### src/rtl/hsvc_pkg.sv
// hsvc_pkg: shared types and constants for the HSV to RGB converter.
// Used by hsvc_prep, hsvc_arith and hsv_to_rgb_converter; no dependencies.

package hsvc_pkg;

   // Field width of every channel on the ports
   localparam int FIELD_W = 13;

   // Default number of fraction bits (4096 means 1.0)
   localparam int FRACTION_BITS_DEFAULT = 12;

   // Hue geometry in 1/16 degree units
   localparam logic [12:0] HUE_SECTOR = 13'd960;
   localparam logic [12:0] HUE_DOUBLE = 13'd1920;
   localparam logic [12:0] HUE_TURN   = 13'd5760;

   // Sector weight 960 - |(hue mod 1920) - 960| spans 0..960
   localparam int WEIGHT_W = 10;

   // Divide by 960 as (n >> 6) / 15; the /15 is a reciprocal multiply,
   // exact for every 17-bit n
   localparam int          DIV_PRE_SHIFT = 6;
   localparam int          QUOT_IN_W     = 17;
   localparam int          RECIP_W       = 18;
   localparam logic [17:0] RECIP_15      = 18'd139811;
   localparam int          RECIP_SHIFT   = 21;

   localparam logic [FIELD_W-1:0] FIELD_MAX = {FIELD_W{1'b1}};

   // 60-degree sector of the hue
   typedef enum logic [2:0] {
      SECTOR_RED_YELLOW    = 3'd0,
      SECTOR_YELLOW_GREEN  = 3'd1,
      SECTOR_GREEN_CYAN    = 3'd2,
      SECTOR_CYAN_BLUE     = 3'd3,
      SECTOR_BLUE_MAGENTA  = 3'd4,
      SECTOR_MAGENTA_RED   = 3'd5
   } sector_type;

   // Front stage result: clamped inputs, sector and hue weight
   typedef struct packed {
      logic [FIELD_W-1:0]  saturation;
      logic [FIELD_W-1:0]  brightness;
      logic [WEIGHT_W-1:0] weight;
      sector_type          sector;
   } prep_type;

   // Arithmetic result: chroma, secondary component and offset
   typedef struct packed {
      logic [FIELD_W-1:0] chroma;
      logic [FIELD_W-1:0] second;
      logic [FIELD_W-1:0] offset;
      sector_type         sector;
   } mix_type;

endpackage

### src/rtl/hsvc_prep.sv
// hsvc_prep: first pipeline stage; clamps saturation and value, wraps hue,
// finds its sector and the sector weight. Depends on hsvc_pkg.

module hsvc_prep #(
   parameter int FRACTION_BITS = hsvc_pkg::FRACTION_BITS_DEFAULT
) (
   input  logic                          clock,
   input  logic                          reset,
   input  logic                          enable,
   input  logic                          in_valid,
   input  logic [hsvc_pkg::FIELD_W-1:0]  hue,
   input  logic [hsvc_pkg::FIELD_W-1:0]  saturation,
   input  logic [hsvc_pkg::FIELD_W-1:0]  brightness,
   output logic                          out_valid,
   output hsvc_pkg::prep_type            out_data
);

   localparam logic [17:0] ONE = 18'd1 << FRACTION_BITS;

   logic                         valid_ff;
   hsvc_pkg::prep_type           data_ff;
   hsvc_pkg::prep_type           data_in;
   logic [hsvc_pkg::FIELD_W-1:0] hue_wrap;
   logic [hsvc_pkg::FIELD_W-1:0] hue_rem;

   // Clamp, wrap and split the hue into sector and weight
   always_comb begin
      data_in.saturation = saturation;
      data_in.brightness = brightness;
      if ({5'd0, saturation} > ONE) begin
         data_in.saturation = ONE[hsvc_pkg::FIELD_W-1:0];
      end
      if ({5'd0, brightness} > ONE) begin
         data_in.brightness = ONE[hsvc_pkg::FIELD_W-1:0];
      end

      hue_wrap = hue;
      if (hue >= hsvc_pkg::HUE_TURN) begin
         hue_wrap = hue - hsvc_pkg::HUE_TURN;
      end

      if (hue_wrap >= 13'd4800) begin
         data_in.sector = hsvc_pkg::SECTOR_MAGENTA_RED;
      end else if (hue_wrap >= 13'd3840) begin
         data_in.sector = hsvc_pkg::SECTOR_BLUE_MAGENTA;
      end else if (hue_wrap >= 13'd2880) begin
         data_in.sector = hsvc_pkg::SECTOR_CYAN_BLUE;
      end else if (hue_wrap >= hsvc_pkg::HUE_DOUBLE) begin
         data_in.sector = hsvc_pkg::SECTOR_GREEN_CYAN;
      end else if (hue_wrap >= hsvc_pkg::HUE_SECTOR) begin
         data_in.sector = hsvc_pkg::SECTOR_YELLOW_GREEN;
      end else begin
         data_in.sector = hsvc_pkg::SECTOR_RED_YELLOW;
      end

      // hue mod 1920
      if (hue_wrap >= 13'd3840) begin
         hue_rem = hue_wrap - 13'd3840;
      end else if (hue_wrap >= hsvc_pkg::HUE_DOUBLE) begin
         hue_rem = hue_wrap - hsvc_pkg::HUE_DOUBLE;
      end else begin
         hue_rem = hue_wrap;
      end

      // weight = 960 - |rem - 960|
      if (hue_rem >= hsvc_pkg::HUE_SECTOR) begin
         data_in.weight = 10'(hsvc_pkg::HUE_DOUBLE - hue_rem);
      end else begin
         data_in.weight = hue_rem[hsvc_pkg::WEIGHT_W-1:0];
      end
   end

   // Advance the stage
   always_ff @(posedge clock) begin
      if (reset) begin
         valid_ff <= 1'b0;
      end else if (enable) begin
         valid_ff <= in_valid;
      end
      if (enable) begin
         data_ff <= data_in;
      end
   end

   assign out_valid = valid_ff;
   assign out_data  = data_ff;

endmodule

### src/rtl/hsvc_arith.sv
// hsvc_arith: three multiplier stages: chroma S*V, chroma times hue weight,
// and division by 960 through a reciprocal multiply. Depends on hsvc_pkg.

module hsvc_arith #(
   parameter int FRACTION_BITS = hsvc_pkg::FRACTION_BITS_DEFAULT
) (
   input  logic               clock,
   input  logic               reset,
   input  logic               enable,
   input  logic               in_valid,
   input  hsvc_pkg::prep_type in_data,
   output logic               out_valid,
   output hsvc_pkg::mix_type  out_data
);

   localparam int FW = hsvc_pkg::FIELD_W;
   localparam int PW = FW + hsvc_pkg::WEIGHT_W;
   localparam int QW = hsvc_pkg::QUOT_IN_W + hsvc_pkg::RECIP_W;

   // Stage A: chroma
   logic                valid_a_ff;
   logic [FW-1:0]       chroma_a_ff;
   logic [FW-1:0]       bright_a_ff;
   logic [hsvc_pkg::WEIGHT_W-1:0] weight_a_ff;
   hsvc_pkg::sector_type sector_a_ff;
   logic [2*FW-1:0]     sv_prod;
   logic [2*FW-1:0]     sv_shift;

   // Stage B: chroma times weight, pre-shifted
   logic                valid_b_ff;
   logic [hsvc_pkg::QUOT_IN_W-1:0] numer_b_ff;
   logic [FW-1:0]       chroma_b_ff;
   logic [FW-1:0]       offset_b_ff;
   hsvc_pkg::sector_type sector_b_ff;
   logic [PW-1:0]       cw_prod;

   // Stage C: quotient
   logic                valid_c_ff;
   hsvc_pkg::mix_type   data_c_ff;
   hsvc_pkg::mix_type   data_c_in;
   logic [QW-1:0]       recip_prod;

   always_comb begin
      sv_prod  = in_data.saturation * in_data.brightness;
      sv_shift = sv_prod >> FRACTION_BITS;
      cw_prod  = chroma_a_ff * weight_a_ff;
      recip_prod = numer_b_ff * hsvc_pkg::RECIP_15;

      data_c_in.chroma = chroma_b_ff;
      data_c_in.offset = offset_b_ff;
      data_c_in.sector = sector_b_ff;
      data_c_in.second = recip_prod[hsvc_pkg::RECIP_SHIFT +: FW];
   end

   // Hold valid bits under reset, advance on enable
   always_ff @(posedge clock) begin
      if (reset) begin
         valid_a_ff <= 1'b0;
         valid_b_ff <= 1'b0;
         valid_c_ff <= 1'b0;
      end else if (enable) begin
         valid_a_ff <= in_valid;
         valid_b_ff <= valid_a_ff;
         valid_c_ff <= valid_b_ff;
      end
   end

   // Advance payload registers
   always_ff @(posedge clock) begin
      if (enable) begin
         chroma_a_ff <= sv_shift[FW-1:0];
         bright_a_ff <= in_data.brightness;
         weight_a_ff <= in_data.weight;
         sector_a_ff <= in_data.sector;

         numer_b_ff  <= cw_prod[hsvc_pkg::DIV_PRE_SHIFT +: hsvc_pkg::QUOT_IN_W];
         chroma_b_ff <= chroma_a_ff;
         offset_b_ff <= bright_a_ff - chroma_a_ff;
         sector_b_ff <= sector_a_ff;

         data_c_ff   <= data_c_in;
      end
   end

   assign out_valid = valid_c_ff;
   assign out_data  = data_c_ff;

endmodule

### src/rtl/hsv_to_rgb_converter.sv
// hsv_to_rgb_converter: top level of the HSV to RGB pipeline.
// Instantiates hsvc_prep and hsvc_arith; depends on hsvc_pkg.

// The converter takes one HSV transaction per clock while req_stall is low
// and returns one RGB transaction through a clamp and sector decode stage, three
// multiplier stages (S*V, chroma times hue weight, reciprocal divide by 960)
// and the channel mix with its output register. All stages move together;
// req_stall rises only while a finished transaction sits in the output
// register and rsp_stall is high, so a new transaction enters on every
// cycle the output is taken. Hue 5760 and above wraps by a full turn, and
// saturation or value above 1.0 is clamped to 1.0.

module hsv_to_rgb_converter #(
   parameter int FRACTION_BITS = hsvc_pkg::FRACTION_BITS_DEFAULT
) (
   input  logic                         clock,
   input  logic                         reset,
   input  logic                         req_valid,
   output logic                         req_stall,
   input  logic [hsvc_pkg::FIELD_W-1:0] req_hue,
   input  logic [hsvc_pkg::FIELD_W-1:0] req_saturation,
   input  logic [hsvc_pkg::FIELD_W-1:0] req_brightness,
   output logic                         rsp_valid,
   input  logic                         rsp_stall,
   output logic [hsvc_pkg::FIELD_W-1:0] rsp_red,
   output logic [hsvc_pkg::FIELD_W-1:0] rsp_green,
   output logic [hsvc_pkg::FIELD_W-1:0] rsp_blue
);

   localparam int FW = hsvc_pkg::FIELD_W;

   logic               enable;
   logic               prep_valid;
   hsvc_pkg::prep_type prep_data;
   logic               mix_valid;
   hsvc_pkg::mix_type  mix_data;

   logic               rsp_valid_ff;
   logic [FW-1:0]      red_ff;
   logic [FW-1:0]      green_ff;
   logic [FW-1:0]      blue_ff;
   logic [FW-1:0]      red_in;
   logic [FW-1:0]      green_in;
   logic [FW-1:0]      blue_in;
   logic [FW-1:0]      red_pick;
   logic [FW-1:0]      green_pick;
   logic [FW-1:0]      blue_pick;
   logic [FW:0]        red_sum;
   logic [FW:0]        green_sum;
   logic [FW:0]        blue_sum;

   // Advance the whole pipeline unless the output is held
   assign enable    = !rsp_valid_ff || !rsp_stall;
   assign req_stall = !enable;

   hsvc_prep #(
      .FRACTION_BITS(FRACTION_BITS)
   ) u_prep (
      .clock     (clock),
      .reset     (reset),
      .enable    (enable),
      .in_valid  (req_valid),
      .hue       (req_hue),
      .saturation(req_saturation),
      .brightness(req_brightness),
      .out_valid (prep_valid),
      .out_data  (prep_data)
   );

   hsvc_arith #(
      .FRACTION_BITS(FRACTION_BITS)
   ) u_arith (
      .clock    (clock),
      .reset    (reset),
      .enable   (enable),
      .in_valid (prep_valid),
      .in_data  (prep_data),
      .out_valid(mix_valid),
      .out_data (mix_data)
   );

   // Place chroma and secondary on the channels by sector, add the offset
   always_comb begin
      case (mix_data.sector)
         hsvc_pkg::SECTOR_RED_YELLOW: begin
            red_pick = mix_data.chroma; green_pick = mix_data.second; blue_pick = '0;
         end
         hsvc_pkg::SECTOR_YELLOW_GREEN: begin
            red_pick = mix_data.second; green_pick = mix_data.chroma; blue_pick = '0;
         end
         hsvc_pkg::SECTOR_GREEN_CYAN: begin
            red_pick = '0; green_pick = mix_data.chroma; blue_pick = mix_data.second;
         end
         hsvc_pkg::SECTOR_CYAN_BLUE: begin
            red_pick = '0; green_pick = mix_data.second; blue_pick = mix_data.chroma;
         end
         hsvc_pkg::SECTOR_BLUE_MAGENTA: begin
            red_pick = mix_data.second; green_pick = '0; blue_pick = mix_data.chroma;
         end
         default: begin
            red_pick = mix_data.chroma; green_pick = '0; blue_pick = mix_data.second;
         end
      endcase

      red_sum   = {1'b0, red_pick}   + {1'b0, mix_data.offset};
      green_sum = {1'b0, green_pick} + {1'b0, mix_data.offset};
      blue_sum  = {1'b0, blue_pick}  + {1'b0, mix_data.offset};

      // Saturate at the field maximum
      red_in   = red_sum[FW]   ? hsvc_pkg::FIELD_MAX : red_sum[FW-1:0];
      green_in = green_sum[FW] ? hsvc_pkg::FIELD_MAX : green_sum[FW-1:0];
      blue_in  = blue_sum[FW]  ? hsvc_pkg::FIELD_MAX : blue_sum[FW-1:0];
   end

   // Output register
   always_ff @(posedge clock) begin
      if (reset) begin
         rsp_valid_ff <= 1'b0;
      end else if (enable) begin
         rsp_valid_ff <= mix_valid;
      end
      if (enable) begin
         red_ff   <= red_in;
         green_ff <= green_in;
         blue_ff  <= blue_in;
      end
   end

   assign rsp_valid = rsp_valid_ff;
   assign rsp_red   = red_ff;
   assign rsp_green = green_ff;
   assign rsp_blue  = blue_ff;

endmodule
### config.mk
export PLATFORM = sky130hd
export DESIGN_NAME = hsv_to_rgb_converter
export DESIGN_NICKNAME = d
export VERILOG_FILES = /design/src/rtl/hsvc_pkg.sv /design/src/rtl/hsvc_prep.sv /design/src/rtl/hsvc_arith.sv /design/src/rtl/hsv_to_rgb_converter.sv
export SDC_FILE = /design/constraint.sdc
export NUM_CORES = 1
export LEC_CHECK = 0
export BUFFER_PORTS_ARGS = -buffer_cell sky130_fd_sc_hd__buf_2
export CAP_MARGIN = 20
export CORE_ASPECT_RATIO = 1.25
export CORE_MARGIN = 2
export CORE_UTILIZATION = 55
export DETAILED_ROUTE_END_ITERATION = 8
export GPL_ROUTABILITY_DRIVEN = 1
export PLACE_DENSITY_LB_ADDON = 0.12
export SYNTH_ARGS = -nofsm -noshare
export SYNTH_HDL_FRONTEND = slang
export SYNTH_HIERARCHICAL = 1
export SYNTH_SLANG_ARGS = --single-unit
### constraint.sdc
create_clock -name clock -period 12.2 [get_ports clock]
set_input_delay 3.66 -clock clock [delete_from_list [all_inputs] [get_ports clock]]
set_output_delay 3.66 -clock clock [all_outputs]
set_load 0.02 [all_outputs]
---- Word level (Yosys, flattened, before mapping) ----
Cells that the tools add are included.
storage, ports and cells
  register bits after elaboration ......... 210
  output and inout bits ................... 41
  input port bits ......................... 43
  logic and storage cells ................. 72
cells by class
  add/subtract/negate cells ............... 8
  eq/ne operators ......................... 4
  magnitude comparators ................... 9
  mux-type cells .......................... 11
  $mul .................................... 3
  reduce and logical (&&, ||, !) cells .... 12
operators by type and width
  kind                    number
  $pmux 13 s2             3
  $add 13x13->14          3
  $mux 13                 3
  $mul 17x18->34 const B  1
  $ge 13x10->1 const B    2
  $ge 13x12->1 const B    2
  $ge 13x13->1 const B    2
  $gt 13x13->1 const B    2
  $mul 13x13->25          1
  $mul 13x10->23          1
  $reduce_or 2->1         7
  $ge 13x11->1 const B    1
  $sub 13x11->13 const B  1
  $sub 13x12->13 const B  1
  $sub 13x13->13          1
  $sub 13x13->13 const B  1
  $mux 10                 1
  $sub 10x10->10 const A  1
  $eq 3x2->1 const B      2
  $mux 3                  2
  $eq 3x1->1 const B      1
  $eq 3x3->1 const B      1
  $logic_not 1->1         3
  $logic_not 3->1         1
  2 further kinds         3

---- Depth between registers and ports, before layout ----
  depth in word-level cells ............... 7
  gate-level depth with buffers ........... 20
  mapped depth without buffers ............ 20

---- By module ----
The synthesis kept the hierarchy.
modules (own cells, without submodules)
  module                instances  sequential area each (um^2)  area each (um^2)  cells each
  hsvc_arith            1          3,873.7                      16,747.3          1,635
  hsv_to_rgb_converter  1          1,191.1                      4,171.5           509
  hsvc_prep             1          1,191.1                      2,359.8           207

---- Worst setup path before layout ----
No wires, ideal clock.
  kind .................................... in2out
  start point ............................. input port rsp_stall
  end point ............................... output port req_stall
  required time ........................... 8.540 ns
  stages .................................. 2
  arrival time ............................ 9.086 ns
  slack ................................... -0.546 ns
  cell sequence ........................... nand2_1 -> inv_1
between the ends
  cells in the longest elaborated chain, start to end .. 3
ends and longest elaborated chain
  item                line                        RTL
  start: declaration  hsv_to_rgb_converter.sv:24  input logic rsp_stall,
  $logic_not 1->1     hsv_to_rgb_converter.sv:53  assign enable = !rsp_valid_ff || !rsp_stall;
  $logic_or 1x1->1    hsv_to_rgb_converter.sv:53
  $logic_not 1->1     hsv_to_rgb_converter.sv:54  assign req_stall = !enable;
  end: declaration    hsv_to_rgb_converter.sv:19  output logic req_stall,
No other way between the ends.

---- Worst setup path in the final report ----
  start point ............................. input port rsp_stall
  end point ............................... output port req_stall
between the ends
  cells in the longest elaborated chain, start to end .. 3
ends and longest elaborated chain
  item              line                        RTL
  $logic_not 1->1   hsv_to_rgb_converter.sv:53
  $logic_or 1x1->1  hsv_to_rgb_converter.sv:53
  named net enable  hsv_to_rgb_converter.sv:32  logic enable;
  $logic_not 1->1   hsv_to_rgb_converter.sv:54
The timed path passes the listed nets, and every way through them passes these cells.

==> results.txt <==
----------------------------------------------------
[STA]
  Ratio of final minimum period to clock period ... ~69%
  Post-Route Skew ... ~0.020 ns
  Slew Limit Fails ... 0
  Unrepaired setup endpoints after global routing ... no
  Hold Vio Cnt, Final ... 0
  Worst slew margin relative to its limit ... between 30% and 40%
  Sum Neg Setup Slack ... 0 ns
  Fmax achieved ... ~120 MHz
  Final min period ... approximately 8.4 ns
  Setup Viol. Count Final ... 0
  Actual slew at the worst max-slew pin ... slightly below 1 ns

[Hold path]
  Worst Hold Depth ... 0
  Worst Hold Launch ... u_arith/chroma_b_ff[11]
  WHS Endpoint ... u_arith/out_data[40]
  Hold Path Class ... reg2reg

[Die]
  Area of the placeable core ... between 40000 and 50000 sq um
  Overall die height ... ~230 um
  Starting utilization of the core area ... a little under three fifths
  Die width ... 188 um
  Overall die area ... 44000 sq um
  Standard-cell rows ... 84
  Number of top-level design ports ... 84

[Logic synthesis]
  Top_reg_cell synth ... edfxtp_1
  Top cells by area in the synthesized netlist ... edfxtp_1, fa_1, ha_1
  Number of synthesis warnings ... 6
  Sequential fraction of the synthesis area ... a little over a quarter
  Post-synth EDFFs ... between 200 and 250
  Proportion of synthesized flip-flops having asynchronous set or reset ... 0%
  Post-synth design cell area ... between 20000 and 25000 sq um
  Total nets after synthesis ... between 2000 and 3000
  Number of distinct library cell variants in the gate-level netlist after synthesis ... 86
  Post-synthesis cell type with the largest combined area ... edfxtp_1
  Share of the synthesized area in the top cell type ... 26.4%
  Gate count after technology mapping ... 2351
  Synthesized flop and latch total ... 210
  Synth Area per Inst ... ~9.9 sq um

[Setup path]
  Required time worst endpoint ... between 8 and 9 ns
  Largest stage delay on the critical path ... roughly 0.60 ns
  Data arrival time at the worst-slack endpoint ... between 4 and 5 ns
  Max stage delay cell, worst path ... nand2_8
  Critical path start-end classification ... in2out
  Sort of element at the start of the critical path ... input pin
  Worst-path cell chain ... buf_2 > nand2_8 > inv_1 > buf_2
  Critical path peak fanout ... 123
  Top cell family by delay on the critical path ... simple AND/OR/NAND/NOR gates
  Number of cells on the worst reg-to-reg path ... 18
  Kind of capture point of the worst setup path ... output port
  Worst reg2reg path endpoint ... u_arith/chroma_a_ff[8]
  Worst-case register-to-register setup slack ... ~6.3 ns
  Startpoint of the lowest-slack register-to-register path ... u_prep/out_data[32]
  Most frequent CP cell ... buf_2
  Count of buffer and inverter cells on the critical path ... 3

[Placed design]
  Final weighted congestion in routability-driven placement ... around 0.85
  Post-detailed-placement half-perimeter wirelength ... about 38000 um
  Total of buffers placed on input and output ports ... 83

[Cells and area]
  Filler cells ... 3540
  Footprint of the multi-input gates ... about 15000 sq um
  Layout cells sized above 1 ... around 7.2%
  Final standard cell utilization of the core ... around 59%
  Layout Area Growth over Synthesis ... 6.86%
  Sequential cell area ... 6260 sq um
  Number of antenna diodes ... 0
  Final net count ... 2965

[Clocking]
  Root Driver ... clkbuf_16
  Clock sink total ... 210
  Number of buffers added for setup after CTS ... 0
  Clock H-tree levels ... 1
  Clock latency reported for the late side of the worst-skew pair ... around 0.54 ns
  Clock tree from TritonCTS ... built
  TritonCTS buffer count ... 23
  Clock Tree Buf Depth ... 3
  Clock transition at path regs ... 0.06 ns
  Quantity of hold-fixing buffers added after cts ... 0
  Gates resized, CTS repair ... 0

[Run status]
  Run status ... finished clean

[Global route]
  Number of global-route vias before repair ... 16500
  Congestion Overflow GR ... 0
  Global-route wire length before repair ... about 81000 um
  Initial antenna violation count ... 0
  Largest net degree at the start of global routing ... around 120
  Overall track demand over capacity in global routing ... between 20% and 30%

[Drt]
  Drt pass-1 iters ... 6
  Number of DRC violations after detailed routing ... 0
  DRC marker count from the first detailed-route iteration ... approximately 910
  Residual antenna-violating net count after detailed routing ... 0
  Number of vias in the routed layout ... ~16000
  WL per Instance ... 16.6 um
  Detail-routed via count per cell ... roughly 5.4
  Overall routed net length ... between 40000 and 50000 um

[Run]
  Reported max-cap violation count ... 0

----------------------------------------------------
how the worst max path moves through the flow:
stage                         start         to  slack [ns]  cells after the start
after floorplan           rsp_stall  req_stall        1.75                      2
after global placement    rsp_stall  req_stall        3.77                      4
after global routing      rsp_stall  req_stall        3.66                      4
final                     rsp_stall  req_stall        3.80                      4
after CTS                 rsp_stall  req_stall        3.73                      4
after detailed placement  rsp_stall  req_stall        3.73                      4
cell type report:
class	count	area share, %
clock inverter	8	0.367
multi-input combinational	1675	61.3
clock buffer	34	2.56
tap	559	2.81
sequential	210	25.1
timing repair buffer	89	1.93
inverter	388	5.85
worst register-to-register path, delay by kind of cell (launching register included):
kind / cells / cell delay (ns)
flops: 1 / 0.65
fa+ha+maj: 6 / 2.83
compound gates: 4 / 1.22
simple gates: 3 / 0.66
buf+inv: 4 / 0.20
xor+xnor: 1 / 0.10
sequential cells by signal, indices dropped and copies added, names as in the netlist:
signal,count
u_arith/valid_b_ff,1
u_arith/offset_b_ff,13
u_arith/sector_b_ff,3
u_arith/bright_a_ff,13
u_arith/sector_a_ff,3
u_arith/valid_a_ff,1
u_prep/out_data,39
rsp_red,13
u_arith/numer_b_ff,17
u_arith/out_data,42
u_arith/weight_a_ff,10
rsp_green,13
rsp_valid,1
u_prep/out_valid,1
u_arith/chroma_b_ff,13
rsp_blue,13
u_arith/chroma_a_ff,13
u_arith/out_valid,1
cells by family (layout without fill, tap and decap cells):
logic type	count (synthesis)	after routing	share of synthesized area, %
AO/OA/AOI/OAI	346	346	10.2
AND/OR/NAND/NOR	679	679	14.0
buffers and inverters	466	519	7.66
XOR/XNOR	95	95	3.61
flip-flops	210	210	26.9
adder cells (fa/ha/maj)	535	535	36.6
multiplexers	20	20	0.967
Yosys cell counts (all sizes together), types with 27 or more instances:
master,count
a21o,27
a21oi,93
a22o,27
and2,141
clkbuf,66
edfxtp,205
fa,244
ha,291
inv,387
nand2,313
nor2,76
nor2b,35
o21ai,68
xnor2,59
xor2,36
layout by cell type, fill, tap and decap left out, types with 9 or more instances in the layout:
master,netlist,routed
and2_1,140,140
or2_2,11,11
o21ai_1,10,10
mux2_2,10,10
buf_2,4,83
mux2i_1,9,9
fa_1,244,244
nand3_1,22,22
edfxtp_1,205,205
nand4_1,13,13
o211ai_1,14,14
a21o_1,27,27
ha_1,291,291
a21oi_1,91,91
inv_1,387,387
nand2_1,313,312
a31oi_1,16,16
nor2_1,76,76
o21ai_0,53,53
clkbuf_16,0,23
a211oi_1,17,17
clkbuf_1,66,9
nand2b_1,19,19
nor3_1,24,24
xnor2_1,58,58
nor2b_1,35,35
a22o_1,27,27
o21a_1,16,16
xor2_1,36,36
layer usage:
| layer | share of wire [%] | track usage [%] |
|---|---|---|
| met5 | 0 | 0 |
| met4 | 2.5 | 6.74 |
| met3 | 3.7 | 2.35 |
| met2 | 52 | 42.5 |
| met1 | 42 | 28.3 |
per-stage QoR:
step	cell area, sq um	hold WS, ns	std cells	setup WS, ns
floorplan	23300	0.400	2351	1.75
detailed placement	24100	0.405	2920	3.73
global placement	24100	0.400	2920	3.77
finish	24900	0.407	2963	3.80
CTS	24800	0.411	2962	3.73
global route	24900	0.424	2963	3.66
Power is left out: the tool's default activity adds up to more than one toggle a clock period on the data nets, which glitch-free logic cannot reach.
